**config.mk**
```make
export PLATFORM = sky130hd
export DESIGN_NAME = autoscaled_waveform_plotter_unit_flat
export DESIGN_NICKNAME = d
export VERILOG_FILES = /design/src/rtl/awp_pkg.sv /design/src/rtl/awp_if.sv /design/src/rtl/awp_history.sv /design/src/rtl/awp_divider.sv /design/src/rtl/autoscaled_waveform_plotter_unit.sv /design/src/flat_wrapper.sv
export SDC_FILE = /design/constraint.sdc
export NUM_CORES = 1
export LEC_CHECK = 0
export CELL_PAD_IN_SITES_DETAIL_PLACEMENT = 0
export CELL_PAD_IN_SITES_GLOBAL_PLACEMENT = 1
export CORE_AREA = 2 2 344 210
export DETAILED_ROUTE_END_ITERATION = 8
export DIE_AREA = 0 0 346 212
export DONT_BUFFER_PORTS = 1
export GPL_TIMING_DRIVEN = 1
export MAX_ROUTING_LAYER = met4
export PLACE_DENSITY_LB_ADDON = 0.1
export SETUP_SLACK_MARGIN = 0.2
export SLEW_MARGIN = 20
export SYNTH_ARGS = -nofsm -noshare
export SYNTH_HDL_FRONTEND = slang
export SYNTH_HIERARCHICAL = 1
export SYNTH_SLANG_ARGS = --single-unit
```
**constraint.sdc**
```tcl
create_clock -name clock -period 8.18 [get_ports clock]
set_input_delay 1.227 -clock clock [delete_from_list [all_inputs] [get_ports clock]]
set_output_delay 1.227 -clock clock [all_outputs]
set_load 0.01 [all_outputs]
```
**src/rtl/awp_pkg.sv**
```systemverilog
`timescale 1ns / 1ps
`default_nettype none
// ----------------------------------------------------------------------------
// awp_pkg
// Shared widths, register indexes, reset values and the divider request type
// of the autoscaled strip chart plotter.
// ----------------------------------------------------------------------------
package awp_pkg;

   localparam int SAMPLE_BITS    = 12;
   localparam int LEVEL_BITS     = 3;
   localparam int PIXEL_BITS     = 8;
   localparam int X_END_BITS     = 9;
   localparam int QUO_BITS       = 8;
   localparam int NUM_BITS       = SAMPLE_BITS + QUO_BITS;
   localparam int CSR_DATA_BITS  = 12;
   localparam int CSR_INDEX_BITS = 1;

   localparam logic [CSR_INDEX_BITS-1:0] CSR_MIN_SPAN    = 1'd0;
   localparam logic [CSR_INDEX_BITS-1:0] CSR_ALARM_LEVEL = 1'd1;

   localparam logic [SAMPLE_BITS-1:0] MIN_SPAN_RESET    = 12'd20;
   localparam logic [LEVEL_BITS-1:0]  ALARM_LEVEL_RESET = 3'd3;

   typedef logic [SAMPLE_BITS-1:0] sample_type;

   typedef struct packed {
      logic                start;
      logic [NUM_BITS-1:0] num;
      sample_type          den;
   } div_req_type;

endpackage
`default_nettype wire

```
**src/rtl/awp_if.sv**
```systemverilog
`timescale 1ns / 1ps
`default_nettype none
// ----------------------------------------------------------------------------
// awp channel interfaces
// Valid/ready channels for sample transactions and segment transactions.
// ----------------------------------------------------------------------------
interface awp_req_if;
   logic                             valid;
   logic                             ready;
   logic [awp_pkg::SAMPLE_BITS-1:0]  sample;
   logic [awp_pkg::LEVEL_BITS-1:0]   alert_level;

   modport source (output valid, output sample, output alert_level, input ready);
   modport sink   (input valid, input sample, input alert_level, output ready);
endinterface

interface awp_rsp_if;
   logic                             valid;
   logic                             ready;
   logic [awp_pkg::PIXEL_BITS-1:0]   x_start;
   logic [awp_pkg::PIXEL_BITS-1:0]   y_start;
   logic [awp_pkg::X_END_BITS-1:0]   x_end;
   logic [awp_pkg::PIXEL_BITS-1:0]   y_end;
   logic                             alarm_colour;
   logic [awp_pkg::SAMPLE_BITS-1:0]  window_max;
   logic [awp_pkg::SAMPLE_BITS-1:0]  window_min;
   logic                             segment_valid;
   logic                             last_segment;

   modport source (output valid, output x_start, output y_start, output x_end,
                   output y_end, output alarm_colour, output window_max,
                   output window_min, output segment_valid, output last_segment,
                   input ready);
   modport sink   (input valid, input x_start, input y_start, input x_end,
                   input y_end, input alarm_colour, input window_max,
                   input window_min, input segment_valid, input last_segment,
                   output ready);
endinterface
`default_nettype wire

```
**src/rtl/awp_history.sv**
```systemverilog
`timescale 1ns / 1ps
`default_nettype none
// ----------------------------------------------------------------------------
// awp_history
// Sample ring memory: one write port, one read port, registered read data.
// ----------------------------------------------------------------------------
module awp_history #(
   parameter int DEPTH = 60,
   parameter int AW    = 6
) (
   input  wire logic                   clock,
   input  wire logic                   wr_en,
   input  wire logic [AW-1:0]          wr_addr,
   input  wire awp_pkg::sample_type    wr_data,
   input  wire logic                   rd_en,
   input  wire logic [AW-1:0]          rd_addr,
   output      awp_pkg::sample_type    rd_data
);

   awp_pkg::sample_type mem_ff [DEPTH];
   awp_pkg::sample_type rd_data_ff;

   always_ff @(posedge clock) begin
      if (wr_en) begin
         mem_ff[wr_addr] <= wr_data;
      end
      if (rd_en) begin
         rd_data_ff <= mem_ff[rd_addr];
      end
   end

   assign rd_data = rd_data_ff;

endmodule
`default_nettype wire

```
**src/rtl/awp_divider.sv**
```systemverilog
`timescale 1ns / 1ps
`default_nettype none
// ----------------------------------------------------------------------------
// awp_divider
// Restoring divider, one quotient bit per cycle: load on start, then one
// subtract-and-shift step per quotient bit; done pulses the cycle after the last bit.
// The caller guarantees the quotient fits in QUO_W bits.
// ----------------------------------------------------------------------------
module awp_divider #(
   parameter int QUO_W = 8
) (
   input  wire logic                          clock,
   input  wire logic                          reset,
   input  wire awp_pkg::div_req_type          req,
   output      logic [awp_pkg::QUO_BITS-1:0]  quo,
   output      logic                          done
);

   localparam int CW = $clog2(QUO_W + 1);

   logic [awp_pkg::NUM_BITS-1:0] rem_ff, rem_in;
   logic [awp_pkg::NUM_BITS-1:0] den_ff, den_in;
   logic [awp_pkg::QUO_BITS-1:0] quo_ff, quo_in;
   logic [CW-1:0]                cnt_ff, cnt_in;
   logic                         done_ff, done_in;
   logic                         fits;

   always_comb begin
      rem_in  = rem_ff;
      den_in  = den_ff;
      quo_in  = quo_ff;
      cnt_in  = cnt_ff;
      done_in = 1'b0;
      fits    = rem_ff >= den_ff;
      if (req.start) begin
         rem_in = req.num;
         den_in = awp_pkg::NUM_BITS'(req.den) << (QUO_W - 1);
         quo_in = '0;
         cnt_in = CW'(QUO_W);
      end else if (cnt_ff != '0) begin
         // subtract the aligned divisor when it fits, shift in the bit
         if (fits) begin
            rem_in = rem_ff - den_ff;
         end
         quo_in  = {quo_ff[awp_pkg::QUO_BITS-2:0], fits};
         den_in  = den_ff >> 1;
         cnt_in  = cnt_ff - CW'(1);
         done_in = cnt_ff == CW'(1);
      end
   end

   always_ff @(posedge clock) begin
      if (reset) begin
         cnt_ff  <= '0;
         done_ff <= 1'b0;
      end else begin
         cnt_ff  <= cnt_in;
         done_ff <= done_in;
      end
      rem_ff <= rem_in;
      den_ff <= den_in;
      quo_ff <= quo_in;
   end

   assign quo  = quo_ff;
   assign done = done_ff;

endmodule
`default_nettype wire

```
**src/rtl/autoscaled_waveform_plotter_unit.sv**
```systemverilog
`timescale 1ns / 1ps
`default_nettype none
// ----------------------------------------------------------------------------
// autoscaled_waveform_plotter_unit
// Rolling strip chart: stores each sample in a ring memory, scans the stored
// window for minimum and maximum, then emits one scaled line segment per
// adjacent sample pair, oldest first; a lone sample gives one segment-free result.
// ----------------------------------------------------------------------------
// Sequence: with N stored samples (N after the write), the scan reads all N,
//   the span is registered, then each sample in turn is read and scaled by
//   the divider to Q bits ($clog2(PLOT_HEIGHT+1), 8 by default).
// Flow: one transaction at a time; a new sample is accepted only in idle,
//   once the last result of the previous one is registered; the pace is set
//   by the single bit-serial divider that scales every sample once.
// Reset: synchronous; empties the history (fill count zero) and loads the
//   register reset values. No clearing pass over the memory is needed.
// ----------------------------------------------------------------------------
module autoscaled_waveform_plotter_unit #(
   parameter int DEPTH       = 60,
   parameter int X_STEP      = 4,
   parameter int PLOT_TOP    = 42,
   parameter int PLOT_HEIGHT = 160
) (
   input  wire logic                                clock,
   input  wire logic                                reset,
   awp_req_if.sink                                  req,
   awp_rsp_if.source                                rsp,
   input  wire logic                                csr_wr_en,
   input  wire logic [awp_pkg::CSR_INDEX_BITS-1:0]  csr_index,
   input  wire logic [awp_pkg::CSR_DATA_BITS-1:0]   csr_wr_data
);

   localparam int AW     = $clog2(DEPTH);
   localparam int FW     = $clog2(DEPTH + 1);
   localparam int QW     = $clog2(PLOT_HEIGHT + 1);
   localparam int Y_W    = 10;
   localparam int Y_BASE = PLOT_TOP + PLOT_HEIGHT;

   typedef enum logic [2:0] {
      ST_IDLE,
      ST_SCAN,
      ST_SPAN,
      ST_READ,
      ST_SCALE,
      ST_DIV,
      ST_EMIT
   } state_type;

   // Configuration registers
   awp_pkg::sample_type                  min_span_ff;
   logic [awp_pkg::LEVEL_BITS-1:0]       alarm_level_ff;

   // Sequencer state
   state_type                            state_ff, state_in;
   logic [AW-1:0]                        wp_ff, wp_in;
   logic [FW-1:0]                        fill_ff, fill_in;
   logic [AW-1:0]                        base_ff, base_in;
   logic [AW-1:0]                        addr_ff, addr_in;
   logic [FW-1:0]                        cnt_ff, cnt_in;
   logic                                 pend_ff, pend_in;
   awp_pkg::sample_type                  lo_ff, lo_in;
   awp_pkg::sample_type                  hi_ff, hi_in;
   awp_pkg::sample_type                  span_ff, span_in;
   logic                                 alarm_ff, alarm_in;
   logic [awp_pkg::PIXEL_BITS-1:0]       prev_y_ff, prev_y_in;
   logic [awp_pkg::PIXEL_BITS-1:0]       cur_y_ff, cur_y_in;
   logic [awp_pkg::X_END_BITS-1:0]       x_ff, x_in;

   // Result register
   logic                                 out_valid_ff, out_valid_in;
   logic [awp_pkg::PIXEL_BITS-1:0]       out_x_start_ff, out_x_start_in;
   logic [awp_pkg::PIXEL_BITS-1:0]       out_y_start_ff, out_y_start_in;
   logic [awp_pkg::X_END_BITS-1:0]       out_x_end_ff, out_x_end_in;
   logic [awp_pkg::PIXEL_BITS-1:0]       out_y_end_ff, out_y_end_in;
   logic                                 out_alarm_ff, out_alarm_in;
   awp_pkg::sample_type                  out_max_ff, out_max_in;
   awp_pkg::sample_type                  out_min_ff, out_min_in;
   logic                                 out_seg_ff, out_seg_in;
   logic                                 out_last_ff, out_last_in;

   // Memory and divider hookup
   logic                                 mem_wr_en;
   logic                                 mem_rd_en;
   logic [AW-1:0]                        mem_rd_addr;
   awp_pkg::sample_type                  mem_rd_data;
   awp_pkg::div_req_type                 div_req;
   logic [awp_pkg::QUO_BITS-1:0]         div_quo;
   logic                                 div_done;

   // Helpers
   logic                                 accept;
   logic                                 out_free;
   logic                                 scan_issue;
   logic                                 last_pair;
   awp_pkg::sample_type                  eff_min_span;
   awp_pkg::sample_type                  diff;
   awp_pkg::sample_type                  delta;
   logic [awp_pkg::PIXEL_BITS-1:0]       y_calc;

   function automatic logic [AW-1:0] next_addr(input logic [AW-1:0] a);
      logic [AW-1:0] r;
      r = (a == AW'(DEPTH - 1)) ? '0 : a + AW'(1);
      return r;
   endfunction

   awp_history #(
      .DEPTH (DEPTH),
      .AW    (AW)
   ) u_history (
      .clock   (clock),
      .wr_en   (mem_wr_en),
      .wr_addr (wp_ff),
      .wr_data (req.sample),
      .rd_en   (mem_rd_en),
      .rd_addr (mem_rd_addr),
      .rd_data (mem_rd_data)
   );

   awp_divider #(
      .QUO_W (QW)
   ) u_divider (
      .clock (clock),
      .reset (reset),
      .req   (div_req),
      .quo   (div_quo),
      .done  (div_done)
   );

   assign req.ready = state_ff == ST_IDLE;
   assign accept    = req.valid && req.ready;
   assign out_free  = !out_valid_ff || rsp.ready;
   assign mem_wr_en = accept;

   // Scan issues one read per stored sample, oldest first
   assign scan_issue = (state_ff == ST_SCAN) && (cnt_ff != fill_ff);
   assign mem_rd_en  = scan_issue || (state_ff == ST_READ);
   assign mem_rd_addr = addr_ff;

   // Span: max - min, floored at min_span (zero counts as one)
   assign eff_min_span = (min_span_ff == '0) ? awp_pkg::SAMPLE_BITS'(1) : min_span_ff;
   assign diff         = hi_ff - lo_ff;

   // Scale input: offset from the window minimum times the plot height
   assign delta        = (mem_rd_data >= lo_ff) ? mem_rd_data - lo_ff : '0;
   assign div_req.start = state_ff == ST_SCALE;
   assign div_req.num   = awp_pkg::NUM_BITS'(delta) * awp_pkg::NUM_BITS'(PLOT_HEIGHT);
   assign div_req.den   = span_ff;

   // Screen y grows downward: top + height - scaled value
   assign y_calc    = awp_pkg::PIXEL_BITS'(Y_W'(Y_BASE) - Y_W'(div_quo));
   assign last_pair = (cnt_ff + FW'(1)) == fill_ff;

   always_comb begin
      state_in     = state_ff;
      wp_in        = wp_ff;
      fill_in      = fill_ff;
      base_in      = base_ff;
      addr_in      = addr_ff;
      cnt_in       = cnt_ff;
      pend_in      = 1'b0;
      lo_in        = lo_ff;
      hi_in        = hi_ff;
      span_in      = span_ff;
      alarm_in     = alarm_ff;
      prev_y_in    = prev_y_ff;
      cur_y_in     = cur_y_ff;
      x_in         = x_ff;

      out_valid_in   = out_valid_ff && !rsp.ready;
      out_x_start_in = out_x_start_ff;
      out_y_start_in = out_y_start_ff;
      out_x_end_in   = out_x_end_ff;
      out_y_end_in   = out_y_end_ff;
      out_alarm_in   = out_alarm_ff;
      out_max_in     = out_max_ff;
      out_min_in     = out_min_ff;
      out_seg_in     = out_seg_ff;
      out_last_in    = out_last_ff;

      unique case (state_ff)
         ST_IDLE: begin
            if (accept) begin
               // Store the sample, advance the ring, locate the oldest entry
               wp_in    = next_addr(wp_ff);
               fill_in  = (fill_ff == FW'(DEPTH)) ? fill_ff : fill_ff + FW'(1);
               base_in  = (fill_in == FW'(DEPTH)) ? wp_in : '0;
               addr_in  = base_in;
               cnt_in   = '0;
               lo_in    = '1;
               hi_in    = '0;
               alarm_in = req.alert_level >= alarm_level_ff;
               state_in = ST_SCAN;
            end
         end
         ST_SCAN: begin
            if (scan_issue) begin
               addr_in = next_addr(addr_ff);
               cnt_in  = cnt_ff + FW'(1);
               pend_in = 1'b1;
            end
            if (pend_ff) begin
               if (mem_rd_data < lo_ff) begin
                  lo_in = mem_rd_data;
               end
               if (mem_rd_data > hi_ff) begin
                  hi_in = mem_rd_data;
               end
            end
            if (!scan_issue && !pend_ff) begin
               state_in = ST_SPAN;
            end
         end
         ST_SPAN: begin
            span_in = (diff < eff_min_span) ? eff_min_span : diff;
            addr_in = base_ff;
            cnt_in  = '0;
            x_in    = '0;
            if (fill_ff == FW'(1)) begin
               // Lone first sample: one result without a segment
               if (out_free) begin
                  out_valid_in   = 1'b1;
                  out_x_start_in = '0;
                  out_y_start_in = '0;
                  out_x_end_in   = '0;
                  out_y_end_in   = '0;
                  out_alarm_in   = alarm_ff;
                  out_max_in     = hi_ff;
                  out_min_in     = lo_ff;
                  out_seg_in     = 1'b0;
                  out_last_in    = 1'b1;
                  state_in       = ST_IDLE;
               end
            end else begin
               state_in = ST_READ;
            end
         end
         ST_READ: begin
            addr_in  = next_addr(addr_ff);
            state_in = ST_SCALE;
         end
         ST_SCALE: begin
            state_in = ST_DIV;
         end
         ST_DIV: begin
            if (div_done) begin
               cur_y_in = y_calc;
               if (cnt_ff == '0) begin
                  // Oldest sample only opens the first segment
                  prev_y_in = y_calc;
                  cnt_in    = FW'(1);
                  state_in  = ST_READ;
               end else begin
                  state_in = ST_EMIT;
               end
            end
         end
         ST_EMIT: begin
            if (out_free) begin
               out_valid_in   = 1'b1;
               out_x_start_in = x_ff[awp_pkg::PIXEL_BITS-1:0];
               out_y_start_in = prev_y_ff;
               out_x_end_in   = x_ff + awp_pkg::X_END_BITS'(X_STEP);
               out_y_end_in   = cur_y_ff;
               out_alarm_in   = alarm_ff;
               out_max_in     = hi_ff;
               out_min_in     = lo_ff;
               out_seg_in     = 1'b1;
               out_last_in    = last_pair;
               prev_y_in      = cur_y_ff;
               x_in           = x_ff + awp_pkg::X_END_BITS'(X_STEP);
               cnt_in         = cnt_ff + FW'(1);
               state_in       = last_pair ? ST_IDLE : ST_READ;
            end
         end
         default: begin
            state_in = ST_IDLE;
         end
      endcase
   end

   always_ff @(posedge clock) begin
      if (reset) begin
         state_ff       <= ST_IDLE;
         wp_ff          <= '0;
         fill_ff        <= '0;
         pend_ff        <= 1'b0;
         out_valid_ff   <= 1'b0;
         min_span_ff    <= awp_pkg::MIN_SPAN_RESET;
         alarm_level_ff <= awp_pkg::ALARM_LEVEL_RESET;
      end else begin
         state_ff     <= state_in;
         wp_ff        <= wp_in;
         fill_ff      <= fill_in;
         pend_ff      <= pend_in;
         out_valid_ff <= out_valid_in;
         if (csr_wr_en) begin
            unique case (csr_index)
               awp_pkg::CSR_MIN_SPAN: begin
                  min_span_ff <= csr_wr_data[awp_pkg::SAMPLE_BITS-1:0];
               end
               awp_pkg::CSR_ALARM_LEVEL: begin
                  alarm_level_ff <= csr_wr_data[awp_pkg::LEVEL_BITS-1:0];
               end
               default: begin
                  min_span_ff <= min_span_ff;
               end
            endcase
         end
      end
      base_ff        <= base_in;
      addr_ff        <= addr_in;
      cnt_ff         <= cnt_in;
      lo_ff          <= lo_in;
      hi_ff          <= hi_in;
      span_ff        <= span_in;
      alarm_ff       <= alarm_in;
      prev_y_ff      <= prev_y_in;
      cur_y_ff       <= cur_y_in;
      x_ff           <= x_in;
      out_x_start_ff <= out_x_start_in;
      out_y_start_ff <= out_y_start_in;
      out_x_end_ff   <= out_x_end_in;
      out_y_end_ff   <= out_y_end_in;
      out_alarm_ff   <= out_alarm_in;
      out_max_ff     <= out_max_in;
      out_min_ff     <= out_min_in;
      out_seg_ff     <= out_seg_in;
      out_last_ff    <= out_last_in;
   end

   assign rsp.valid         = out_valid_ff;
   assign rsp.x_start       = out_x_start_ff;
   assign rsp.y_start       = out_y_start_ff;
   assign rsp.x_end         = out_x_end_ff;
   assign rsp.y_end         = out_y_end_ff;
   assign rsp.alarm_colour  = out_alarm_ff;
   assign rsp.window_max    = out_max_ff;
   assign rsp.window_min    = out_min_ff;
   assign rsp.segment_valid = out_seg_ff;
   assign rsp.last_segment  = out_last_ff;

endmodule
`default_nettype wire

```
**src/flat_wrapper.sv**
```systemverilog
// flat-port wrapper written by rule: the top's interface ports become plain ports
module autoscaled_waveform_plotter_unit_flat 
#(
   parameter int DEPTH       = 60,
   parameter int X_STEP      = 4,
   parameter int PLOT_TOP    = 42,
   parameter int PLOT_HEIGHT = 160
)
  (clock, reset, csr_wr_en, csr_index, csr_wr_data, req_valid, req_sample, req_alert_level, req_ready, rsp_valid, rsp_x_start, rsp_y_start, rsp_x_end, rsp_y_end, rsp_alarm_colour, rsp_window_max, rsp_window_min, rsp_segment_valid, rsp_last_segment, rsp_ready);
  awp_req_if req_i ();
  awp_rsp_if rsp_i ();
  input  wire logic clock;
  input  wire logic reset;
  input  wire logic csr_wr_en;
  input  wire logic [awp_pkg::CSR_INDEX_BITS-1:0] csr_index;
  input  wire logic [awp_pkg::CSR_DATA_BITS-1:0] csr_wr_data;
  input wire logic [$bits(req_i.valid)-1:0] req_valid;
  input wire logic [$bits(req_i.sample)-1:0] req_sample;
  input wire logic [$bits(req_i.alert_level)-1:0] req_alert_level;
  output wire logic [$bits(req_i.ready)-1:0] req_ready;
  output wire logic [$bits(rsp_i.valid)-1:0] rsp_valid;
  output wire logic [$bits(rsp_i.x_start)-1:0] rsp_x_start;
  output wire logic [$bits(rsp_i.y_start)-1:0] rsp_y_start;
  output wire logic [$bits(rsp_i.x_end)-1:0] rsp_x_end;
  output wire logic [$bits(rsp_i.y_end)-1:0] rsp_y_end;
  output wire logic [$bits(rsp_i.alarm_colour)-1:0] rsp_alarm_colour;
  output wire logic [$bits(rsp_i.window_max)-1:0] rsp_window_max;
  output wire logic [$bits(rsp_i.window_min)-1:0] rsp_window_min;
  output wire logic [$bits(rsp_i.segment_valid)-1:0] rsp_segment_valid;
  output wire logic [$bits(rsp_i.last_segment)-1:0] rsp_last_segment;
  input wire logic [$bits(rsp_i.ready)-1:0] rsp_ready;
  assign req_i.valid = req_valid;
  assign req_i.sample = req_sample;
  assign req_i.alert_level = req_alert_level;
  assign req_ready = req_i.ready;
  assign rsp_valid = rsp_i.valid;
  assign rsp_x_start = rsp_i.x_start;
  assign rsp_y_start = rsp_i.y_start;
  assign rsp_x_end = rsp_i.x_end;
  assign rsp_y_end = rsp_i.y_end;
  assign rsp_alarm_colour = rsp_i.alarm_colour;
  assign rsp_window_max = rsp_i.window_max;
  assign rsp_window_min = rsp_i.window_min;
  assign rsp_segment_valid = rsp_i.segment_valid;
  assign rsp_last_segment = rsp_i.last_segment;
  assign rsp_i.ready = rsp_ready;
  autoscaled_waveform_plotter_unit #(.DEPTH(DEPTH), .X_STEP(X_STEP), .PLOT_TOP(PLOT_TOP), .PLOT_HEIGHT(PLOT_HEIGHT)) u_core (.clock(clock), .reset(reset), .req(req_i), .rsp(rsp_i), .csr_wr_en(csr_wr_en), .csr_index(csr_index), .csr_wr_data(csr_wr_data));
endmodule
```
==> impl_metrics.toml, run 1 <==
[outcome]
status = "completed"

[logic_synthesis]
synth_seq_cells = 956
synth_ff_type = "edfxtp_1"
synth-edff-count = 904
synth.top_cell.area_share_pct = 66.0
synth.distinct_cells = 95
ys_seq_area_share_pct = 68.6
yosysTopAreaCell = "edfxtp_1"
postSynthAreaPerCell_sq_um = 16.2
synthTopCellsByArea = "edfxtp_1, mux4_2, ha_1"
synth_commonest_cells = "edfxtp_1, mux4_2, nor2_1, nand2_1, a21oi_1"
netlist_area_sq_mm = 0.0411
synth-async-reset-ratio_pct = 0
yosysWarnings = 6
syn_inst = 2533
yosysMostFrequentCell = "edfxtp_1"

[grt]
grtUsageTotal_pct = 28.2
grt_pass1_vias = 22000
grt.overflow.total = 0
grt_pass1_wl_mm = 146
grt_antenna_before_repair = 4
grt_max_degree = 114

[timing]
hold_viol = 0
max_freq_mhz = 212
skew_ns = 0.0200
min_period_over_period_pct = 57.7
final_max_slew_viol_count = 0
slew-limit-headroom_pct = 24.5
setup_viol = 0
tns_ns = 0
fin_crit_ns = 4.72
worstMarginPinSlew_ns = 1.13
rsz0062_at_grt = "no"

[detailed_routing]
drt-initial-drc-count = 2960
antenna_left = 0
topRoutingLayerUsed = "met4"
vias = 23100
drc = 0
firstDrtPassIters = 5
met2_length_mm = 39.2
post_drt_wl_per_cell_um = 27.8
wirelength_mm = 99.6
wl_met1_mm = 46.8
dr_wl_met3_mm = 11.9
vias_per_cell = 6.46

[job]
drv_cap = 0

[clocking]
cts_tree = "done"
ctsHoldBuffers = 0
cts_resized = 0
clk_latency_ns = 0.65
cts_num_sinks = 956
htreeDepth = 3
cts_buffers = 86
clkSlewWorstSetupHoldPaths_ns = 0.08
post_cts_buffers = 0
cts_root_buf = "clkbuf_16"
cts_buffer_depth = 3

[setup_path]
worstPathArrival_ns = 5.11
startpoint_type = "flip-flop"
endpoint_kind = "flip-flop"
criticalPathCategory = "flip-flop to flip-flop"
path_max_fanout = 8
critical_path_required_ns = 8.57

[layout]
nets = 2702
fill_cells = 4973
seq_area_sq_mm = 0.0282
multiInputGateArea_sq_mm = 0.0121
drive_gt1_share_pct = 16.3
area_growth_pct = 9.50
fin_area_sq_mm = 0.0450

[floorplanning]
die_w_um = 346
die-area_sq_mm = 0.0734
die_y_um = 212
coreArea_sq_mm = 0.0706
rows = 76
initial_core_util_pct = 58.3
ios = 95

[place]
dpl_cell_area_sq_mm = 0.0423
io_buffers = 0
gp_congestion = 0.945
dp_hpwl_mm = 63.6

[power]
total_power_mw = 16.5
p_per_area_mw_per_mm2 = 366
peakVddDrop_uv = 293
power_leakage_nw = 15.0

[min_path]
min_path_type = "flip-flop to flip-flop"
==> logic make-up after synthesis <==
kind of cell,synth area share (%)
simple gates,6.40
buf+inv,2.35
compound gates,6.14
mux,11.8
flops,68.6
other cells,0.00912
fa+ha+maj,3.15
xor+xnor,1.61
==> routing by layer <==
metal	up-vias	track usage (%)
met5	-	-
li1	9994	-
met1	12000	45.0
met2	1040	35.3
met4	0	5.84
met3	115	8.80
==> final timing paths <==
| kind | start | to | slack, ns | cells after the start |
|---|---|---|---|---|
| min reg2reg | u_core/lo_ff[4] | u_core/rsp.window_min[4] | 0.44 | 0 |
| max reg2reg | u_core/u_history/rd_data[0] | u_core/u_divider/rem_ff[17] | 3.46 | 17 |
| min | u_core/lo_ff[4] | u_core/rsp.window_min[4] | 0.44 | 0 |
| max | u_core/u_history/rd_data[0] | u_core/u_divider/rem_ff[17] | 3.46 | 17 |
==> report_power, final <==
| group | leakage, nW | switching, mW | total [mW] | internal (mW) |
|---|---|---|---|---|
| Clock | 1.32 | 1.79 | 3.96 | 2.17 |
| Combinational | 5.11 | 3.71 | 6.21 | 2.50 |
| Sequential | 8.59 | 0.314 | 6.29 | 5.98 |
| Total | 15.0 | 5.81 | 16.5 | 10.6 |
==> layout make-up <==
type | instances | area share [%]
Antenna cell | 2 | 0.0111
Clock buffer | 108 | 5.03
Clock inverter | 52 | 1.04
Inverter | 94 | 0.784
Multi-Input combinational cell | 1371 | 26.9
Sequential cell | 956 | 62.6
Tap cell | 936 | 2.60
Timing Repair Buffer | 59 | 1.04
==> registers in the layout, indices dropped and copies added (netlist names), 8 cells and up <==
register / cells
u_core/u_history/rd_data: 12
u_core/min_span_ff: 12
u_core/hi_ff: 12
u_core/prev_y_ff: 8
u_core/u_divider/rem_ff: 20
u_core/lo_ff: 12
u_core/x_ff: 9
u_core/u_divider/quo: 8
u_core/u_divider/den_ff: 19
u_core/u_history/mem_ff: 720
u_core/span_ff: 12
u_core/rsp.x_end: 9
u_core/cur_y_ff: 8
u_core/rsp.y_start: 8
u_core/rsp.window_max: 12
u_core/rsp.x_start: 8
u_core/rsp.window_min: 12
u_core/rsp.y_end: 8
==> critical path: stages (launching register included) <==
cell      delay (ns)
edfxtp_1        0.36
inv_1           0.12
ha_1            0.19
inv_1           0.06
fa_1            0.40
nand3_1         0.16
nand2_1         0.07
a41oi_1         0.31
o311a_1         0.38
nor2_1          0.14
ha_1            0.32
ha_1            0.35
a211o_1         0.31
o31ai_1         0.38
a21oi_1         0.14
xnor2_1         0.15
a211o_1         0.27
or3_1           0.36
==> through the flow <==
step / setup WS (ns) / hold WS [ns] / utilization [%] / std cells
6_report: 3.46 / 0.445 / 63.8 / 3578
2_1_floorplan: 4.04 / 0.400 / - / 2537
3_5_place_dp: 3.51 / 0.442 / 59.9 / 3416
4_1_cts: 3.49 / 0.436 / 63.8 / 3576
3_3_place_gp: 3.48 / 0.430 / 59.9 / 3416
5_1_grt: 3.16 / 0.449 / 63.8 / 3577
==> placed cells by master, fill, tap and decap left out, drive strengths merged, types with 17 or more instances in the layout <==
cell    synthesis  layout
a22oi          19      19
nand2b         20      20
o21ai          86      86
nor3           24      24
a221oi         29      29
clkbuf         65     108
nor2          171     171
inv            92      95
o31ai          20      20
nor2b          17      17
xnor2          44      44
nand2         160     160
ha             97      97
buf            51      59
and3           37      37
clkinv          2      40
nand3          33      33
mux2           17      17
mux4          172     172
mux2i          75      75
dfxtp          52      52
xor2           29      29
a21o           19      19
and2           20      20
a21oi         101     101
edfxtp        904     904
(Power assumes the default switching activity.)
==> run 2: changes to the inputs <==
ABC_AREA = 1   (was default)
CORE_AREA = 2 2 398 242   (was 2 2 344 210)
DIE_AREA = 0 0 400 244   (was 0 0 346 212)
clock period = 4.3 ns   (was 8.18 ns; I/O delays follow)
==> run 2 against run 1 <==
Net effect:
- die area is 33% higher
- cell count grew 51%
- design area grew 5.3%
- first-iteration DRC count is 1.8% higher
- critical endpoint is now u_core/u_divider/rem_ff[18]
==> impl_metrics.toml, run 2 <==
[outcome]
status = "completed"

[logic_synthesis]
synth-async-reset-ratio_pct = 0
synth-edff-count = 904
synth_ff_type = "edfxtp_1"
ys_seq_area_share_pct = 65.8
synth_commonest_cells = "nand2_1, edfxtp_1, nand3_1, nor2_1, inv_1"
netlist_area_sq_mm = 0.0429
yosysMostFrequentCell = "nand2_1"
postSynthAreaPerCell_sq_um = 10.5
synth.distinct_cells = 53
synth.top_cell.area_share_pct = 63.3
synth_seq_cells = 956
yosysWarnings = 6
yosysTopAreaCell = "edfxtp_1"
syn_inst = 4072
synthTopCellsByArea = "edfxtp_1, nand2_1, nand3_1"

[setup_path]
r2r-start = "u_core/u_history/rd_data[0]"
reg2reg_depth = 24
rr_endpoint = "u_core/u_divider/rem_ff[18]"
startpoint_type = "flip-flop"
path_max_fanout = 6
worstPathArrival_ns = 4.32
endpoint_kind = "flip-flop"
criticalPathCategory = "flip-flop to flip-flop"
critical_path_required_ns = 4.73
crit_start = "u_core/u_history/rd_data[0]"
r2r_slack_ns = 0.41

[clocking]
clk_latency_ns = 0.70
cts_root_buf = "clkbuf_16"
cts_buffers = 92
cts_tree = "done"
cts_num_sinks = 956
cts_buffer_depth = 3
htreeDepth = 3
clkSlewWorstSetupHoldPaths_ns = 0.06

[min_path]
min_to = "u_core/u_history/mem_ff[35][5]"
min_path_type = "input pin to flip-flop"
min_from = "req_sample[5]"
min_path_cells = 0

[power]
power_leakage_nw = 18.4
p_per_area_mw_per_mm2 = 712
total_power_mw = 33.8
peakVddDrop_uv = 989

[timing]
fin_crit_ns = 3.89
skew_ns = 0.0196
setup_viol = 0
final_max_slew_viol_count = 0
hold-worst-slack_ns = 0.0566
max_freq_mhz = 257
slew-limit-headroom_pct = 33.8
worstMarginPinSlew_ns = 0.991
hold_viol = 0
min_period_over_period_pct = 90.5
tns_ns = 0
rsz0062_at_grt = "no"

[floorplanning]
ios = 95
initial_core_util_pct = 45.8
coreArea_sq_mm = 0.0936
die_y_um = 244
rows = 87
die-area_sq_mm = 0.0976
die_w_um = 400

[place]
dp_hpwl_mm = 74.2
io_buffers = 0
gp_congestion = 0.869

[detailed_routing]
firstDrtPassIters = 6
antenna_left = 0
vias = 29000
drt-initial-drc-count = 3014
drc = 0
vias_per_cell = 5.36
wirelength_mm = 121
post_drt_wl_per_cell_um = 22.4

[layout]
final_cell_mix = "nand2_1, edfxtp_1, nand3_1"
area_growth_pct = 10.6
nets = 4226
largest_register = "u_core/u_history/mem_ff"
fin_util_pct = 50.7
largest_register_ffs = 720
drive_gt1_share_pct = 6.98
mostFrequentLayoutCell = "nand2_1"
reg_top3 = "u_core/u_history/mem_ff: 720 flops, u_core/u_divider/rem_ff: 20 flops, u_core/u_divider/den_ff: 19 flops"
diodes = 0
fill_cells = 8490

[job]
drv_cap = 0

[grt]
grt_antenna_before_repair = 2
grt.overflow.total = 0
grt_pass1_wl_mm = 180
grtUsageTotal_pct = 25.7
grt_max_degree = 172
grt_pass1_vias = 26500
run 2: cell count changes in the layout (fill, tap and decap cells not counted), sizes merged, moves of 36 or more:
| cell | before | now |
|---|---|---|
| and3 | 37 | 1 |
| buf | 59 | 106 |
| inv | 95 | 321 |
| mux2i | 75 | 0 |
| mux4 | 172 | 0 |
| nand2 | 160 | 1142 |
| nand3 | 33 | 617 |
| nor2 | 171 | 320 |
| o21ai | 86 | 158 |
run 2: kinds of logic after synthesis:
kind of cell	synth area share [%]
AND/OR/NAND/NOR	21.2
flip-flops	65.8
buffers and inverters	5.15
AO/OA/AOI/OAI	3.80
adder cells (fa/ha/maj)	3.02
XOR/XNOR	1.04
other	0.00875
run 2: layer usage:
metal  global-route usage, %  wire [um]
met3                    5.94      10100
met2                    31.0      45400
met5                       -          0
met1                    43.2      64200
met4                    4.01       1630
run 2: final cells by class:
type | count | area, sq um | area share (%)
clock buffer | 121 | 2450 | 5.17
clock inverter | 50 | 498 | 1.05
inverter | 320 | 1220 | 2.56
multi-input combinational | 2615 | 12600 | 26.5
sequential | 956 | 28200 | 59.4
tap | 1246 | 1560 | 3.29
timing repair buffer | 107 | 943 | 1.99
run 2: worst max-delay path, stage by stage (launching register included):
cell and delay, ns:
edfxtp_1 0.37, inv_2 0.09, ha_2 0.18, inv_1 0.06, fa_1 0.39, nand2_1 0.07
inv_1 0.05, o21ai_2 0.13, nand2_2 0.10, nand2_1 0.10, nand4_2 0.12, inv_2 0.13
nor2_1 0.08, ha_1 0.28, ha_2 0.22, inv_1 0.09, fa_2 0.36, o21ai_2 0.13
buf_4 0.14, a21o_1 0.17, a31oi_2 0.11, nand2_1 0.08, nand2_1 0.05, nand2_1 0.06
nand2_1 0.06
run 2: report_power, final:
part | total (mW) | switching [mW] | internal (mW)
clock | 8.11 | 3.54 | 4.57
sequential | 12.1 | 0.651 | 11.5
combinational | 13.5 | 9.75 | 3.74
total | 33.8 | 13.9 | 19.8
run 2: per-stage QoR:
stage	setup slack (ns)	area (sq um)	cells
after global placement	0.0323	44400	5242
after detailed placement	0.144	44400	5242
final	0.407	47400	5415
after global routing	0.189	47400	5415
after floorplan	0.556	42900	4076
after CTS	0.230	47400	5414
run 2: worst max path at each step:
| stage | endpoint | slack, ns |
|---|---|---|
| final | u_core/u_divider/rem_ff[18] | 0.41 |
| after global routing | u_core/u_divider/rem_ff[18] | 0.19 |
| after CTS | u_core/u_divider/rem_ff[18] | 0.23 |
| after detailed placement | u_core/u_divider/rem_ff[18] | 0.14 |
| after global placement | u_core/u_divider/rem_ff[18] | 0.03 |
| after floorplan | u_core/u_divider/rem_ff[18] | 0.56 |
run 2: repair_timing:
action / in CTS / in global routing
hold endpoints to repair: 6 / 0
endpoints found under the setup margin: 2 / 8
pin swaps: 0 / 2
setup buffers: 0 / 1
resized for setup: 2 / 19
hold buffers: 1 / 0
